### src/rtl/ldt_pkg.sv
// Shared types and constants for the LRU device table with publish gate.
// Used by the datapath, controller, top level and checker.
package ldt_pkg;

  localparam int MAX_ENTRIES = 16;
  localparam int IDX_W       = 4;
  localparam int OCC_W       = 5;

  localparam logic [1:0] ST_REJECT = 2'd0;
  localparam logic [1:0] ST_NEW    = 2'd1;
  localparam logic [1:0] ST_HIT    = 2'd2;

  localparam logic REG_CAPACITY = 1'b0;
  localparam logic REG_INTERVAL = 1'b1;

  localparam logic [OCC_W-1:0] CAP_RESET      = 5'd16;
  localparam logic [31:0]      INTERVAL_RESET = 32'd1000;

  typedef struct packed {
    logic [47:0]        device_address;
    logic signed [7:0]  signal_strength;
    logic [31:0]        time_now;
  } in_item_t;

  typedef struct packed {
    logic [1:0]        status;
    logic              publish;
    logic [IDX_W-1:0]  slot;
    logic [31:0]       sighting_count;
    logic [31:0]       first_seen_time;
    logic              evicted;
    logic [47:0]       evicted_address;
    logic [OCC_W-1:0]  occupancy;
  } out_item_t;

  typedef struct packed {
    logic [47:0] address;
    logic [7:0]  strength;
    logic [31:0] last_seen;
    logic [31:0] last_pub;
    logic [31:0] first_seen;
    logic [31:0] count;
  } entry_t;

  typedef struct packed {
    logic take_in;
    logic reject;
    logic scan;
    logic upd;
    logic evict;
    logic shift;
    logic append;
    logic load_out;
  } dp_cmd_t;

  typedef struct packed {
    logic cap_zero;
    logic empty;
    logic hit;
    logic last;
    logic full;
    logic shift_more;
    logic out_busy;
  } dp_sts_t;

endpackage

### src/rtl/lru_device_table_with_publish_gate_unit.sv
// LRU device table with per-device publish gate, top level.
// Depends on ldt_pkg, ldt_ctrl and ldt_dp.
//
// Input channel (in_valid/in_stall/in_data) carries one sighting per
// transaction: 48-bit address, signed strength, 32-bit ms time. Each
// transaction yields exactly one result on out_valid/out_stall/out_data.
// Config port (cfg_valid/cfg_ready/cfg_index/cfg_data) is always ready;
// index 0 is capacity_in_use, index 1 is publish_interval.
// Items are handled one at a time. The table scan reads one entry per
// cycle and the eviction shifts one entry per cycle.
// A finished result sits in the output register; the next sighting is
// accepted while it waits. If out_stall holds, the following result
// waits in the datapath result register until the output register drains.
// Synchronous active-low reset empties the table and restores capacity
// 16 and interval 1000; table contents need no clearing.
module lru_device_table_with_publish_gate_unit import ldt_pkg::*; (
  input  logic        clk,
  input  logic        rst_n,
  input  logic        in_valid,
  output logic        in_stall,
  input  in_item_t    in_data,
  output logic        out_valid,
  input  logic        out_stall,
  output out_item_t   out_data,
  input  logic        cfg_valid,
  output logic        cfg_ready,
  input  logic        cfg_index,
  input  logic [31:0] cfg_data
);

  dp_cmd_t cmd;
  dp_sts_t sts;

  assign cfg_ready = 1'b1;

  ldt_ctrl u_ctrl (
    .clk      (clk),
    .rst_n    (rst_n),
    .in_valid (in_valid),
    .in_stall (in_stall),
    .sts      (sts),
    .cmd      (cmd)
  );

  ldt_dp u_dp (
    .clk       (clk),
    .rst_n     (rst_n),
    .in_data   (in_data),
    .cfg_valid (cfg_valid),
    .cfg_index (cfg_index),
    .cfg_data  (cfg_data),
    .out_stall (out_stall),
    .cmd       (cmd),
    .sts       (sts),
    .out_valid (out_valid),
    .out_data  (out_data)
  );

endmodule

### src/rtl/ldt_dp.sv
// Datapath: entry table, config registers, scan/evict/shift/append logic,
// result and output registers. Depends on ldt_pkg; driven by ldt_ctrl.
module ldt_dp import ldt_pkg::*; (
  input  logic             clk,
  input  logic             rst_n,
  input  in_item_t         in_data,
  input  logic             cfg_valid,
  input  logic             cfg_index,
  input  logic [31:0]      cfg_data,
  input  logic             out_stall,
  input  dp_cmd_t          cmd,
  output dp_sts_t          sts,
  output logic             out_valid,
  output out_item_t        out_data
);

  logic [OCC_W-1:0] cap_r;
  logic [31:0]      interval_r;
  logic [OCC_W-1:0] valid_r;
  logic [IDX_W-1:0] idx_r;
  logic             out_valid_r;

  entry_t           entries_r [MAX_ENTRIES];
  in_item_t         in_r;
  logic [31:0]      best_age_r;
  logic [IDX_W-1:0] oldest_r;
  logic [47:0]      oldest_addr_r;
  logic             ev_r;
  logic [47:0]      ev_addr_r;
  out_item_t        res_r;
  out_item_t        out_r;

  logic [OCC_W-1:0] cap_sat;
  logic [OCC_W-1:0] idx_p1;
  logic [IDX_W-1:0] rd_idx;
  entry_t           rd_e;
  logic [31:0]      age;
  logic             due;
  logic [31:0]      cnt_inc;
  logic             we;
  logic [IDX_W-1:0] wa;
  entry_t           wd;

  assign cap_sat = (cap_r > OCC_W'(MAX_ENTRIES)) ? OCC_W'(MAX_ENTRIES) : cap_r;
  assign idx_p1  = OCC_W'(idx_r) + OCC_W'(1);
  assign rd_idx  = cmd.shift ? idx_p1[IDX_W-1:0] : idx_r;
  assign rd_e    = entries_r[rd_idx];
  assign age     = in_r.time_now - rd_e.last_seen;
  assign due     = (in_r.time_now - rd_e.last_pub) >= interval_r;
  assign cnt_inc = rd_e.count + 32'd1;

  assign sts.cap_zero   = (cap_r == '0);
  assign sts.empty      = (valid_r == '0);
  assign sts.hit        = (rd_e.address == in_r.device_address);
  assign sts.last       = (idx_p1 == valid_r);
  assign sts.full       = (valid_r >= cap_sat);
  assign sts.shift_more = (idx_p1 < valid_r);
  assign sts.out_busy   = out_valid_r && out_stall;

  always_comb begin
    we = 1'b0;
    wa = idx_r;
    wd = rd_e;
    if (cmd.upd) begin
      we = 1'b1;
      wd.last_seen = in_r.time_now;
      wd.strength  = in_r.signal_strength;
      wd.count     = cnt_inc;
      if (due) begin
        wd.last_pub = in_r.time_now;
      end
    end else if (cmd.shift && sts.shift_more) begin
      we = 1'b1;
    end else if (cmd.append) begin
      we = 1'b1;
      wa = valid_r[IDX_W-1:0];
      wd.address    = in_r.device_address;
      wd.strength   = in_r.signal_strength;
      wd.last_seen  = in_r.time_now;
      wd.last_pub   = in_r.time_now;
      wd.first_seen = in_r.time_now;
      wd.count      = 32'd1;
    end
  end

  always_ff @(posedge clk) begin
    if (!rst_n) begin
      cap_r       <= CAP_RESET;
      interval_r  <= INTERVAL_RESET;
      valid_r     <= '0;
      idx_r       <= '0;
      out_valid_r <= 1'b0;
    end else begin
      if (cfg_valid) begin
        case (cfg_index)
          REG_CAPACITY: cap_r      <= cfg_data[OCC_W-1:0];
          REG_INTERVAL: interval_r <= cfg_data;
          default: ;
        endcase
      end
      if (cmd.take_in) begin
        idx_r <= '0;
      end else if (cmd.scan && !sts.hit && !sts.last) begin
        idx_r <= idx_p1[IDX_W-1:0];
      end else if (cmd.evict) begin
        idx_r <= oldest_r;
      end else if (cmd.shift && sts.shift_more) begin
        idx_r <= idx_p1[IDX_W-1:0];
      end
      if (cmd.shift && !sts.shift_more) begin
        valid_r <= valid_r - OCC_W'(1);
      end else if (cmd.append) begin
        valid_r <= valid_r + OCC_W'(1);
      end
      if (cmd.load_out) begin
        out_valid_r <= 1'b1;
      end else if (!out_stall) begin
        out_valid_r <= 1'b0;
      end
    end
  end

  always_ff @(posedge clk) begin
    if (we) begin
      entries_r[wa] <= wd;
    end
    if (cmd.take_in) begin
      in_r      <= in_data;
      ev_r      <= 1'b0;
      ev_addr_r <= '0;
    end
    if (cmd.scan && !sts.hit && ((idx_r == '0) || (age > best_age_r))) begin
      best_age_r    <= age;
      oldest_r      <= idx_r;
      oldest_addr_r <= rd_e.address;
    end
    if (cmd.evict) begin
      ev_r      <= 1'b1;
      ev_addr_r <= oldest_addr_r;
    end
    if (cmd.reject) begin
      res_r <= '{status: ST_REJECT, publish: 1'b0, slot: '0, sighting_count: '0,
                 first_seen_time: '0, evicted: 1'b0, evicted_address: '0,
                 occupancy: valid_r};
    end else if (cmd.upd) begin
      res_r <= '{status: ST_HIT, publish: due, slot: idx_r, sighting_count: cnt_inc,
                 first_seen_time: rd_e.first_seen, evicted: 1'b0, evicted_address: '0,
                 occupancy: valid_r};
    end else if (cmd.append) begin
      res_r <= '{status: ST_NEW, publish: 1'b1, slot: valid_r[IDX_W-1:0],
                 sighting_count: 32'd1, first_seen_time: in_r.time_now, evicted: ev_r,
                 evicted_address: ev_addr_r, occupancy: valid_r + OCC_W'(1)};
    end
    if (cmd.load_out) begin
      out_r <= res_r;
    end
  end

  assign out_valid = out_valid_r;
  assign out_data  = out_r;

endmodule

### src/rtl/ldt_ctrl.sv
// Controller FSM: sequences accept, scan, update, evict/shift, append and
// output load. Depends on ldt_pkg; commands ldt_dp.
module ldt_ctrl import ldt_pkg::*; (
  input  logic    clk,
  input  logic    rst_n,
  input  logic    in_valid,
  output logic    in_stall,
  input  dp_sts_t sts,
  output dp_cmd_t cmd
);

  typedef enum logic [7:0] {
    S_IDLE   = 8'b0000_0001,
    S_CHECK  = 8'b0000_0010,
    S_SCAN   = 8'b0000_0100,
    S_UPD    = 8'b0000_1000,
    S_EVICT  = 8'b0001_0000,
    S_SHIFT  = 8'b0010_0000,
    S_APPEND = 8'b0100_0000,
    S_DONE   = 8'b1000_0000
  } state_t;

  state_t state_r;
  state_t state_nxt;

  assign in_stall = (state_r != S_IDLE);

  always_comb begin
    state_nxt = state_r;
    cmd       = '0;
    case (state_r)
      S_IDLE: begin
        if (in_valid) begin
          cmd.take_in = 1'b1;
          state_nxt   = S_CHECK;
        end
      end
      S_CHECK: begin
        if (sts.cap_zero) begin
          cmd.reject = 1'b1;
          state_nxt  = S_DONE;
        end else if (sts.empty) begin
          state_nxt = S_APPEND;
        end else begin
          state_nxt = S_SCAN;
        end
      end
      S_SCAN: begin
        cmd.scan = 1'b1;
        if (sts.hit) begin
          state_nxt = S_UPD;
        end else if (sts.last) begin
          state_nxt = sts.full ? S_EVICT : S_APPEND;
        end
      end
      S_UPD: begin
        cmd.upd   = 1'b1;
        state_nxt = S_DONE;
      end
      S_EVICT: begin
        cmd.evict = 1'b1;
        state_nxt = S_SHIFT;
      end
      S_SHIFT: begin
        cmd.shift = 1'b1;
        if (!sts.shift_more) begin
          state_nxt = S_APPEND;
        end
      end
      S_APPEND: begin
        cmd.append = 1'b1;
        state_nxt  = S_DONE;
      end
      S_DONE: begin
        if (!sts.out_busy) begin
          cmd.load_out = 1'b1;
          state_nxt    = S_IDLE;
        end
      end
      default: begin
        state_nxt = S_IDLE;
      end
    endcase
  end

  always_ff @(posedge clk) begin
    if (!rst_n) begin
      state_r <= S_IDLE;
    end else begin
      state_r <= state_nxt;
    end
  end

endmodule

### config.mk
export PLATFORM = sky130hd
export DESIGN_NAME = lru_device_table_with_publish_gate_unit
export DESIGN_NICKNAME = d
export VERILOG_FILES = /design/src/rtl/ldt_pkg.sv /design/src/rtl/lru_device_table_with_publish_gate_unit.sv /design/src/rtl/ldt_dp.sv /design/src/rtl/ldt_ctrl.sv
export SDC_FILE = /design/constraint.sdc
export NUM_CORES = 2
export LEC_CHECK = 0
export BUFFER_PORTS_ARGS = -buffer_cell sky130_fd_sc_hd__buf_2
export CAP_MARGIN = 0
export CORE_MARGIN = 2
export CORE_UTILIZATION = 50
export CTS_BUF_LIST = sky130_fd_sc_hd__clkbuf_16
export CTS_CLUSTER_DIAMETER = 30
export DETAILED_ROUTE_END_ITERATION = 12
export PLACE_DENSITY_LB_ADDON = 0.3
export SYNTH_ARGS = -nofsm -noshare
export SYNTH_HDL_FRONTEND = slang
export SYNTH_SLANG_ARGS = --single-unit
### constraint.sdc
create_clock -name clk -period 24.1 [get_ports clk]
set_input_delay 2.41 -clock clk [delete_from_list [all_inputs] [get_ports clk]]
set_output_delay 2.41 -clock clk [all_outputs]
set_load 0.1 [all_outputs]
==> results.txt <==
----------------------------------------------------
[Global routing]
  Initial antenna violation count ... 18
  Global-route wire length before repair ... 568 mm
  Met1 Resource Use GR ... 36.3%
  Met2 Usage GRT ... 43.0%
  Largest net degree at the start of global routing ... 125
  Busiest grt layer ... met2
  Via count of the first global-routing pass ... 84,200
  Tot GR Track Use ... 27.1%
  Global-route track usage on met3 ... 5.43%
  Total overflow reported by the global router ... 0

[Clock tree]
  Number of instances resized during post-cts repair ... 0
  Clock tree buffer depth ... 4
  Source-to-sink clock delay at the later pin of the worst-skew pair ... 1.03 ns
  Clock root buffer ... sky130_fd_sc_hd__clkbuf_16
  Hold_buf cts ... 0
  TritonCTS clock tree ... done
  Clock slew at the register clock pins of the worst setup and hold paths ... 0.05 ns
  Post-CTS Setup Repair Bufs ... 0
  Htree depth ... 6
  Total number of clock tree sinks ... 3,334
  Number of CTS-inserted buffers ... 612

[Cells and area]
  Final nets ... 9,246
  Post-route cell area ... 167,000 um2
  Share of layout cells above drive strength 1 ... 24.6%
  Layout area overhead ... 19.3%

[Detailed routing]
  Count of nets left with antenna violations after detail routing ... 0
  Detailed-route vias per instance ... 6.30
  Total wirelength of the detailed-routed design ... 391 mm
  Length of the first detailed-routing pass in iterations ... 10
  Vias ... 83,300
  Average wire length per cell after detail routing ... 29.6 um
  DRC marker count from the first detailed-route iteration ... 10,700
  Remaining DRCs ... 0

[Pwr]
  Cell Int Power ... 12.1 mW
  Relative contribution of combinational cells to total power ... 2.2%
  Sequential Power Share ... 41.7%
  Pwr/cell area ... 92.2 nW/um2
  Part of the total power dissipated in the clock network ... 56.1%
  Net switching component of the power ... 3.28 mW
  Max IR drop VDD ... 86.7 uV
  Fraction of power spent switching nets ... 21.4%
  Pleak ... 56.6 nW
  Final total power ... 15.4 mW

[Setup path]
  Capturing point of the worst reg2reg path ... u_dp.entries_r[10][66]
  Worst reg2reg startpoint ... u_dp.idx_r[1]
  FF-to-FF setup slack ... 10.69 ns
  Data arrival time of the critical path ... 14.02 ns
  Max FO, Critical Path ... 60
  Cell repeated most along the worst path ... sky130_fd_sc_hd__o21ai_0
  Capturing element type of the critical path ... register
  Data required time of the critical path ... 24.71 ns
  Number of cell instances on the worst register-to-register path ... 35
  Crit path max-delay cell type ... sky130_fd_sc_hd__mux2i_1
  Nature of the critical path startpoint ... register
  Slowest stage delay, CP ... 1.07 ns
  Critical path type ... reg -> reg

[STA]
  Maximum clock skew at final layout ... 0.0518 ns
  Number of pins with negative max-slew slack in the final report ... 0
  Final setup margin ... 10.69 ns
  Final hold violations ... 0
  Setup TNS ... 0 ns
  FMAX ... 0.0746 GHz
  Max-slew headroom at the worst pin ... 8.72%
  Period utilisation layout ... 55.6%
  Final critical-path required period ... 13.41 ns
  Unrepaired setup endpoints after global routing ... false
  Least-Margin Pin Slew ... 1.36 ns
  Final-report setup violation count ... 0

[Yosys]
  Library cell with the largest summed area after synthesis ... sky130_fd_sc_hd__edfxtp_1
  Synthesis warning total ... 0
  Mapped Nets ... 8,655
  Xor-xnor portion of the synthesized cell area ... 0.846%
  Share of synthesized flip-flops with an asynchronous set or reset ... 0%
  Share of the synthesized area in the top cell type ... 67.9%
  Largest family of logic cells by synthesized area ... multiplexers
  Share of synthesized area spent on multiplexers ... 14.2%
  Compound-gate portion of the synthesized area ... 4.55%
  Number of distinct library cells after synthesis ... 100
  Top FF cell, synth ... sky130_fd_sc_hd__edfxtp_1
  Simple-gate share of the synthesized area ... 6.73%
  FF+latch count, synth ... 3,334
  Number of cells produced by synthesis ... 8,384
  Portion of the post-synthesis area used by sequential elements ... 70.4%
  Synthesized area per cell ... 16.7 um2
  Synth top area cells ... sky130_fd_sc_hd__edfxtp_1 68%, sky130_fd_sc_hd__mux4_2 12%, sky130_fd_sc_hd__nand2_1 3.1%, sky130_fd_sc_hd__dfxtp_1 2.5%, sky130_fd_sc_hd__mux2i_1 1.9%
  Number of synthesized flops with an enable pin ... 3,158
  Post-Synthesis Cell Area ... 140,000 um2
  Fraction of the mapped netlist area in adder cells ... 1.31%

[Placed design]
  Total cell area at the placement stage ... 146,000 um2
  Placer's final routability congestion estimate ... 0.842
  Setup WS pre-CTS ... 10.95 ns
  Hpwl dp ... 207 mm
  Number of buffers inserted by port buffering ... 244

[Outcome]
  Result of the run ... completed

[Min path]
  Type of the most critical hold path ... reg -> reg
  Min-delay src ... u_dp.res_r[92]
  Worst Hold Path EP ... u_dp.out_data[92]
  Cell depth of the worst min-delay path ... 0

[Floorplanning]
  Die area ... 284,000 um2
  Number of cell rows ... 194
  Height of the die ... 533 um
  Die width ... 533 um
  Number of top-level design ports ... 254
  Effective utilization at floorplan ... 50.1%
  Core area ... 279,000 um2

[Run]
  Number of violations of the max-capacitance limit ... 0

----------------------------------------------------
==> area by class of cell <==
type	instances	area (um2)
antenna	5	12.5
timing repair buffer	464	3050
clock inverter	510	5460
tap	3724	4660
sequential	3334	98400
inverter	152	573
fill	20000	112000
multi-input combinational	4411	38900
clock buffer	625	15600
==> flip-flops by register name (all words and copies together), names as in the netlist, 8 cells and up <==
name / flops
u_dp.entries_r: 2816
u_dp.out_data: 125
u_dp.res_r: 125
u_dp.in_r: 80
u_dp.ev_addr_r: 48
u_dp.oldest_addr_r: 48
u_dp.best_age_r: 32
u_dp.interval_r: 32
u_ctrl.state_r: 8
==> cells by family (layout without fill, tap and decap cells) <==
group,count (synthesis),count (layout)
DFF,3334,3334
and+or+nand+nor,2096,2096
muxes,1068,1068
AOI/OAI and AO/OA,966,966
buffers and inverters,639,1751
adders and majority gates,145,145
xor gates and xnor gates,135,135
other,1,6
==> how the worst max path moves through the flow <==
| stage | from | endpoint | slack (ns) |
|---|---|---|---|
| 2_1_floorplan | u_dp.idx_r[0] | u_dp.best_age_r[0] | 9.22 |
| 3_3_place_gp | u_dp.idx_r[1] | u_dp.oldest_addr_r[47] | 11.19 |
| 3_5_place_dp | u_dp.idx_r[1] | u_dp.entries_r[11][78] | 10.95 |
| 4_1_cts | u_dp.idx_r[1] | u_dp.entries_r[2][78] | 10.87 |
| 5_1_grt | u_dp.idx_r[1] | u_dp.entries_r[2][78] | 9.94 |
| 6_report | u_dp.idx_r[1] | u_dp.entries_r[10][66] | 10.69 |
==> cell usage after synthesis (all sizes together) (8+ instances only) <==
cell	instances
a22oi	18
and2	65
nand4	41
inv	151
nand3b	18
a32oi	8
nand3	222
o21ai	251
ha	143
a21o	48
o211ai	32
nor3	71
mux2i	271
a31oi	122
nor4	24
nor2b	45
xor2	54
o22ai	49
o311ai	11
mux2	72
nand2b	45
xnor2	81
a2111oi	20
mux4	725
dfxtp	176
a31o	17
a211oi	52
or3	16
a21boi	35
and3	82
buf	277
o221ai	26
a211o	8
nor2	256
a21oi	152
o31ai	10
edfxtp	3158
nand2	1169
a311oi	22
o21a	12
clkbuf	210
o21bai	10
==> metal layers <==
metal | wire [um] | vias to the layer above
met2 | 185000 | 5057
met5 | 21 | -
li1 | - | 34500
met1 | 147000 | 42800
met4 | 18000 | 4
met3 | 40700 | 907
==> metrics by stage <==
stage               hold WS, ns  std cells  util, %
finish                    0.414      13200     59.8
global route              0.420      13200     59.8
CTS                       0.416      13200     59.8
detailed placement        0.409      12100     52.2
global placement          0.406      12100     52.2
floorplan                 0.400       8384        -
==> critical path: cells and delay by family (launching register included) <==
family          cells  cell delay (ns)
simple gates        8             2.11
flops               1             0.61
buf+inv             4             2.20
compound gates     16             4.23
mux                 2             1.44
xor+xnor            1             0.16
fa+ha+maj           4             2.15
==> power by group through the flow <==
stage               Clock, mW  Sequential (mW)  Combinational [mW]
floorplan                   0             6.48               0.201
detailed placement          0             6.52               0.327
finish                   8.62             6.41               0.335
CTS                      8.69             6.41               0.331
global route             8.97             6.41               0.365
global placement            0             6.52               0.320
==> placed cells by master, fill, tap and decap left out, types with 48 or more instances in the layout <==
master | Yosys | routed
sky130_fd_sc_hd__a211oi_1 | 51 | 51
sky130_fd_sc_hd__a21o_1 | 48 | 48
sky130_fd_sc_hd__a21oi_1 | 151 | 150
sky130_fd_sc_hd__a31oi_1 | 120 | 120
sky130_fd_sc_hd__and2_1 | 64 | 64
sky130_fd_sc_hd__and3_1 | 82 | 82
sky130_fd_sc_hd__buf_2 | 166 | 244
sky130_fd_sc_hd__buf_4 | 27 | 206
sky130_fd_sc_hd__bufinv_16 | 0 | 81
sky130_fd_sc_hd__clkbuf_16 | 0 | 625
sky130_fd_sc_hd__clkinv_1 | 1 | 95
sky130_fd_sc_hd__clkinv_2 | 0 | 84
sky130_fd_sc_hd__clkinvlp_4 | 0 | 69
sky130_fd_sc_hd__dfxtp_1 | 176 | 173
sky130_fd_sc_hd__edfxtp_1 | 3158 | 3158
sky130_fd_sc_hd__ha_1 | 143 | 142
sky130_fd_sc_hd__inv_1 | 151 | 209
sky130_fd_sc_hd__mux2_2 | 71 | 71
sky130_fd_sc_hd__mux2i_1 | 271 | 271
sky130_fd_sc_hd__mux4_2 | 725 | 725
sky130_fd_sc_hd__nand2_1 | 1168 | 1161
sky130_fd_sc_hd__nand3_1 | 222 | 222
sky130_fd_sc_hd__nor2_1 | 252 | 232
sky130_fd_sc_hd__nor3_1 | 68 | 67
sky130_fd_sc_hd__o21ai_0 | 247 | 223
sky130_fd_sc_hd__o22ai_1 | 49 | 49
sky130_fd_sc_hd__xnor2_1 | 81 | 80
sky130_fd_sc_hd__xor2_1 | 54 | 54
Note: power is estimated with default switching activity, not from simulation.
